### config.mk
export PLATFORM = sky130hd
export DESIGN_NAME = srch_queue
export DESIGN_NICKNAME = d
export VERILOG_FILES = /design/src/hw/rtl/srch_pkg.sv /design/src/hw/rtl/srch_queue.sv
export SDC_FILE = /design/constraint.sdc
export NUM_CORES = 1
export LEC_CHECK = 0
export BUFFER_PORTS_ARGS = -buffer_cell sky130_fd_sc_hd__clkbuf_2
export CAP_MARGIN = 20
export CORE_UTILIZATION = 42
export DETAILED_ROUTE_END_ITERATION = 7
export PLACE_DENSITY_LB_ADDON = 0.15
export SYNTH_ARGS = -nofsm -noshare
export SYNTH_HDL_FRONTEND = slang
export SYNTH_SLANG_ARGS = --single-unit
### constraint.sdc
create_clock -name clk_i -period 1.35 [get_ports clk_i]
set_input_delay 0.135 -clock clk_i [delete_from_list [all_inputs] [get_ports clk_i]]
set_output_delay 0.135 -clock clk_i [all_outputs]
set_load 0.005 [all_outputs]
### src/hw/rtl/srch_pkg.sv
// ----------------------------------------------------------------------------
// srch_pkg
// Shared constants and queue control types of the segment/rectangle clipper.
// ----------------------------------------------------------------------------
`default_nettype none

package srch_pkg;

  // Width of the rectangle size fields
  localparam int unsigned SIZE_BITS = 15;

  // Entries of the queue between the clip front and the entry-point back
  localparam int unsigned MID_DEPTH = 4;

  // Queue requests from the two sides
  typedef struct packed {
    logic push;
    logic pop;
  } srch_qctl_t;

  // Queue status toward the two sides
  typedef struct packed {
    logic full;
    logic empty;
  } srch_qsts_t;

endpackage

`default_nettype wire

### src/hw/rtl/srch_queue.sv
// ----------------------------------------------------------------------------
// srch_queue
// Small register FIFO that decouples the clip front from the entry-point back.
// ----------------------------------------------------------------------------
`default_nettype none

module srch_queue #(
  parameter int unsigned Width = 8,
  parameter int unsigned Depth = 4
) (
  input  logic                clk_i,
  input  logic                rst_ni,
  input  srch_pkg::srch_qctl_t ctl_i,
  output srch_pkg::srch_qsts_t sts_o,
  input  logic [Width-1:0]    wdata_i,
  output logic [Width-1:0]    rdata_o
);
  import srch_pkg::*;

  localparam int unsigned AW = (Depth > 1) ? $clog2(Depth) : 1;
  localparam int unsigned CW = $clog2(Depth + 1);

  logic [Width-1:0] mem_q [Depth];
  logic [AW-1:0]    wr_q, wr_d, rd_q, rd_d;
  logic [CW-1:0]    cnt_q, cnt_d;

  // Advance pointers with explicit wrap
  always_comb begin
    wr_d  = wr_q;
    rd_d  = rd_q;
    cnt_d = cnt_q;
    if (ctl_i.push) begin
      wr_d = (wr_q == AW'(Depth - 1)) ? '0 : wr_q + AW'(1);
    end
    if (ctl_i.pop) begin
      rd_d = (rd_q == AW'(Depth - 1)) ? '0 : rd_q + AW'(1);
    end
    if (ctl_i.push && !ctl_i.pop) begin
      cnt_d = cnt_q + CW'(1);
    end else if (!ctl_i.push && ctl_i.pop) begin
      cnt_d = cnt_q - CW'(1);
    end
  end

  always_ff @(posedge clk_i or negedge rst_ni) begin
    if (!rst_ni) begin
      wr_q  <= '0;
      rd_q  <= '0;
      cnt_q <= '0;
    end else begin
      wr_q  <= wr_d;
      rd_q  <= rd_d;
      cnt_q <= cnt_d;
    end
  end

  // Store the incoming transfer
  always_ff @(posedge clk_i) begin
    if (ctl_i.push) begin
      mem_q[wr_q] <= wdata_i;
    end
  end

  assign rdata_o     = mem_q[rd_q];
  assign sts_o.full  = (cnt_q == CW'(Depth));
  assign sts_o.empty = (cnt_q == '0);

endmodule

`default_nettype wire

# --- Word-level counts from Yosys, hierarchy flattened ---
# Memories as Yosys holds them, arrays and structs flattened.
# Cells that the tools add are included.
classes:
  add_sub_neg: 4
  eq_ne: 3
  mux: 6
  n_reduce_logical: 6
op_table:
  columns: ["operator", "n"]
  rows:
  - ["$mux 3", 2]
  - ["$add 2x1->2 const B", 2]
  - ["$eq 2x2->1 const B", 2]
  - ["$mux 2", 2]
  - ["$add 3x1->3 const B", 1]
  - ["$eq 3x3->1 const B", 1]
  - ["$logic_not 3->1", 1]
  - ["$sub 3x1->3 const B", 1]
  - ["$logic_and 1x1->1", 2]
  - ["$logic_not 1->1", 2]
  - ["$mux 1", 2]
  - ["$reduce_bool 2->1", 1]
word_totals:
  ff_bits: 7
  ramBits: 32
  in_bits: 12
  output_inout_bits: 10
  wordCells: 23
  n_memories: 1
mem_list:
  columns: ["memory", "depth", "word_bits", "read_ports", "rd_clocked_by_memory_dff", "wr", "line", "rtl"]
  rows:
  - ["mem_q", 4, 8, 1, 0, 1, "srch_queue.sv:23", "logic [Width-1:0] mem_q [Depth];"]

# --- Logic depth before layout (Yosys ltp) ---
logic_depth:
  depth_word: 4
  mapped_depth: 7
  depth_no_buf: 7

# --- Least setup slack after synthesis ---
# Ideal clock, no wire load.
synth_path:
  kind: "register -> register"
  start: "register cnt_q[0]"
  end: "register cnt_q[2]"
  setup_ps: 79
  t_arrival_ps: 1217
  required_time_ps: 1271
  setup_slack_ps: 53
  stages_incl_launch_ff: 5
  n_path_buf: 0
  synth_period_minus_slack_ps: 1297
  path_cell_list: "dfrtp_1 fa_1 xor2_1 nor2_1 xor2_1"
synth_between:
  elab_chain_len: 3
  elab_cells_between_ends: 4
  classes_between: "add/sub: 2; mux: 2"
synth_rtl:
  columns: ["item", "line", "rtl"]
  rows:
  - ["start: declaration", "srch_queue.sv:25", "logic [CW-1:0] cnt_q, cnt_d;"]
  - ["start signal: assignment", "srch_queue.sv:53", "cnt_q <= cnt_d;"]
  - ["$sub 3x1->3", "srch_queue.sv:41", "cnt_d = cnt_q - CW'(1);"]
  - ["$mux 3", "srch_queue.sv:40", "end else if (!ctl_i.push && ctl_i.pop) begin"]
  - ["$mux 3 (*)", "srch_queue.sv:38", "if (ctl_i.push && !ctl_i.pop) begin"]
# Mark *: on every way between the ends. The rest lies on a longest branch, timed or not. The select of a mux whose other input is x is not followed.
# A chain may end at the register's enable or synchronous reset.

# --- Worst setup path after layout ---
layout_path:
  start: "register rd_q[0]"
  end: "output rdata_o[6]"
layout_between:
  elab_chain_len: 1
layout_rtl:
  columns: ["item", "line", "rtl"]
  rows:
  - ["start: declaration", "srch_queue.sv:24", "logic [AW-1:0] wr_q, wr_d, rd_q, rd_d;"]
  - ["start signal: assignment", "srch_queue.sv:52", "rd_q <= rd_d;"]
  - ["$mem_v2 4x8", null, null]
  - ["end: declaration", "srch_queue.sv:16", "output logic [Width-1:0] rdata_o"]
# Every way passes these cells.

==> flow_summary_export.csv <==
group,metric,value,unit
status,outcome,"finished, violations left",
status,violations,"setup timing",
floorplan,io_pins,22,
pwr,switching_share,28.3,%
finish,area_growth,27.6,%
finish,n_antenna_cell,0,
timing,finalSetupViolCount,8,
floorplan,dieHeight,63.1,um
detailed_routing,drtPass1Iterations,4,
grt,grt_pass1_wl,4.12,mm
clock_network,worstSkewPairLatency,280,ps
clock_network,clk_pin_slew_worst_paths,70,ps
finish,finalInstanceArea,2000,um2
grt,grt_use_total,15.0,%
pwr,fin_total_pwr,3.86,mW
pwr,p_seq_share,45.1,%
logic_synthesis,synth_edf_count,32,
logic_synthesis,yosysTopAreaCellShare,61.2,%
setup_path,worst_setup_path_end_kind,"primary output",
grt,overflow,0,
timing,fin_crit_sh,119,%
timing,finalHoldViolCount,0,
pwr,p_clk_share,18.5,%
logic_synthesis,syn-cell-area,1570,um2
pwr,p_sw,1.09,mW
logic_synthesis,synthArstFlopShare,17.9,%
clock_network,cts_tree,"built",
pwr,internal_power,2.77,mW
clock_network,cts_root_buf,"clkbuf_8",
finish,final_common_cell,"edfxtp_1",
setup_path,cp.required,1220,ps
pwr,ir_drop,1060,uV
setup_path,crit_type,"reg2out",
logic_synthesis,synth_area_leaders,"edfxtp_1 61%, mux4_2 11%, dfrtp_1 11%",
timing,relSlewSlack,86.6,%
finish,mostFrequentLayoutCells,"32 x edfxtp_1, 21 x clkbuf_2, 9 x buf_4",
logic_synthesis,synth_top_area_cell,"edfxtp_1",
logic_synthesis,ys_seq_area_share,72.4,%
placed_design,numPortBuffers,21,
floorplan,start_util,45.3,%
logic_synthesis,yosysWarnings,0,
detailed_routing,vias,818,
finish,fin_nets,140,
floorplan,std_cell_rows,21,
logic_synthesis,synth_cell_types,18,
detailed_routing,finalWirelength,2.52,mm
detailed_routing,wl_per_cell,15.0,um
floorplan,dieArea,3990,um2
detailed_routing,ant_nets,0,
clock_network,clockBufferDepth,2,
timing,rsz0062_at_grt,"true",
timing,fmax,0.621,GHz
logic_synthesis,ys_ff_latch,39,
detailed_routing,drc,0,
setup_path,cp.arrival,1480,ps
logic_synthesis,synth-main-ff-cell,"edfxtp_1",
setup_path,worstPathMaxFanout,3,
pwr,p_per_area,1930,nW/um2
pwr,cellLeakagePower,0.771,nW
timing,fin_skew,7.31,ps
logic_synthesis,syn_area_per_cell,19.9,um2
clock_network,cts_num_sinks,39,
grt,grt_pass1_vias,829,
setup_path,start_kind,"flip-flop",
timing,period_minus_slack,1610,ps
logic_synthesis,syn_inst,79,
clock_network,cts-htree-levels,2,
pwr,power_frac_comb,36.3,%
grt,antenna_found_initial,0,
finish,drive_gt1_share,46.7,%
grt,grt_max_degree,12,
logic_synthesis,synth_nets,98,
detailed_routing,drt_iter0_markers,34,
floorplan,fp.coreArea,3470,um2
min_path,hp-class,"in2reg",
placed_design,post_dp_cell_area,1870,um2
floorplan,die_w,63.1,um
timing,setup_slack,-261,ps
clock_network,numCtsBuffers,5,
job,cap_violations,0,
timing,worstMarginPinSlew,201,ps
placed_design,hpwl,1.82,mm
placed_design,gp_congestion,0.737,
detailed_routing,avgViaCountPerCell,4.87,
timing,drv_slew,0,
[logic make-up after synthesis]
kind of cell / count (synthesis) / synth area share, %
flip-flops: 39 / 72.4
AND/OR/NAND/NOR: 10 / 3.43
XOR/XNOR: 3 / 1.67
adder cells (fa/ha/maj): 7 / 6.06
buffers and inverters: 7 / 2.23
multiplexers: 11 / 13.6
AO/OA/AOI/OAI: 2 / 0.637
[layout make-up]
cell class	instances	area, um2
clock buffers	6	72.6
inverters	5	18.8
multi-input cells	33	424
well taps	46	57.6
repair buffers	37	285
clock inverters	2	7.51
flip-flops and latches	39	1140
fillers	289	1470
[synthesized netlist by cell type, types with 2 or more instances]
master    instances
dfrtp_1           7
xor2_1            2
nor2_1            2
mux4_2            8
and2_1            4
o21ai_0           2
edfxtp_1         32
inv_1             5
ha_1              6
mux2_2            3
[power groups by stage]
stage / Combinational, mW / Sequential, mW / Clock [mW]
floorplan: 0.751 / 1.70 / 0
global placement: 1.32 / 1.73 / 0
detailed placement: 1.36 / 1.74 / 0
CTS: 1.40 / 1.72 / 0.744
global route: 1.54 / 1.77 / 0.811
finish: 1.40 / 1.74 / 0.715
[registers in the layout, indices dropped and copies added (netlist names)]
name and count:
wr_q 2, rd_q 2, mem_q 32, cnt_q 3
[per-stage QoR]
step / cells / utilization [%] / TNS, ps / hold slack, ps / setup slack, ps
CTS: 168 / 56.9 / -1930 / 52.5 / -262
floorplan: 79 / - / 0 / -161 / 53.3
global placement: 158 / 54.0 / 0 / -16.7 / 53.6
detailed placement: 158 / 54.0 / -24.5 / -13.4 / -24.5
global route: 168 / 57.8 / -2440 / 51.2 / -318
finish: 168 / 57.8 / -1980 / 61.0 / -261
[final timing paths]
kind	from	endpoint	slack [ps]	depth (start not counted)
max in group asynchronous	rst_ni	cnt_q[1]$_DFFE_PN0P_	960	2
min	wdata_i[7]	mem_q[2][7]$_DFFE_PP_	60	1
min reg2reg	cnt_q[2]$_DFFE_PN0P_	cnt_q[2]$_DFFE_PN0P_	520	1
min in group asynchronous	rst_ni	cnt_q[0]$_DFFE_PN0P_	210	2
max reg2reg	cnt_q[1]$_DFFE_PN0P_	cnt_q[2]$_DFFE_PN0P_	50	4
max	rd_q[0]$_DFFE_PN0P_	rdata_o[6]	-260	3
[layer usage]
layer  vias to the layer above  track usage [%]  wire length (um)
met5                         -                0                 0
li1                        382                -                 -
met2                        20             22.8              1250
met4                         0             6.10                40
met1                       411             18.5              1100
met3                         5             6.70               118
[timing repair]
| action | 4_1_cts | 5_1_grt |
|---|---|---|
| pin swaps | 0 | 1 |
| gates cloned | 0 | 0 |
| gates resized for setup | 1 | 6 |
| hold buffers | 1 | 0 |
| setup buffers | 1 | 0 |
| hold endpoints to repair | 7 | 0 |
| endpoints found under the setup margin | 8 | 12 |
[worst max-delay path, stage by stage, from the launching register on]
cell and delay [ps]:
dfrtp_1 410, buf_4 170, mux4_2 490, clkbuf_2 120
Note: power is estimated with default switching activity, not from simulation.
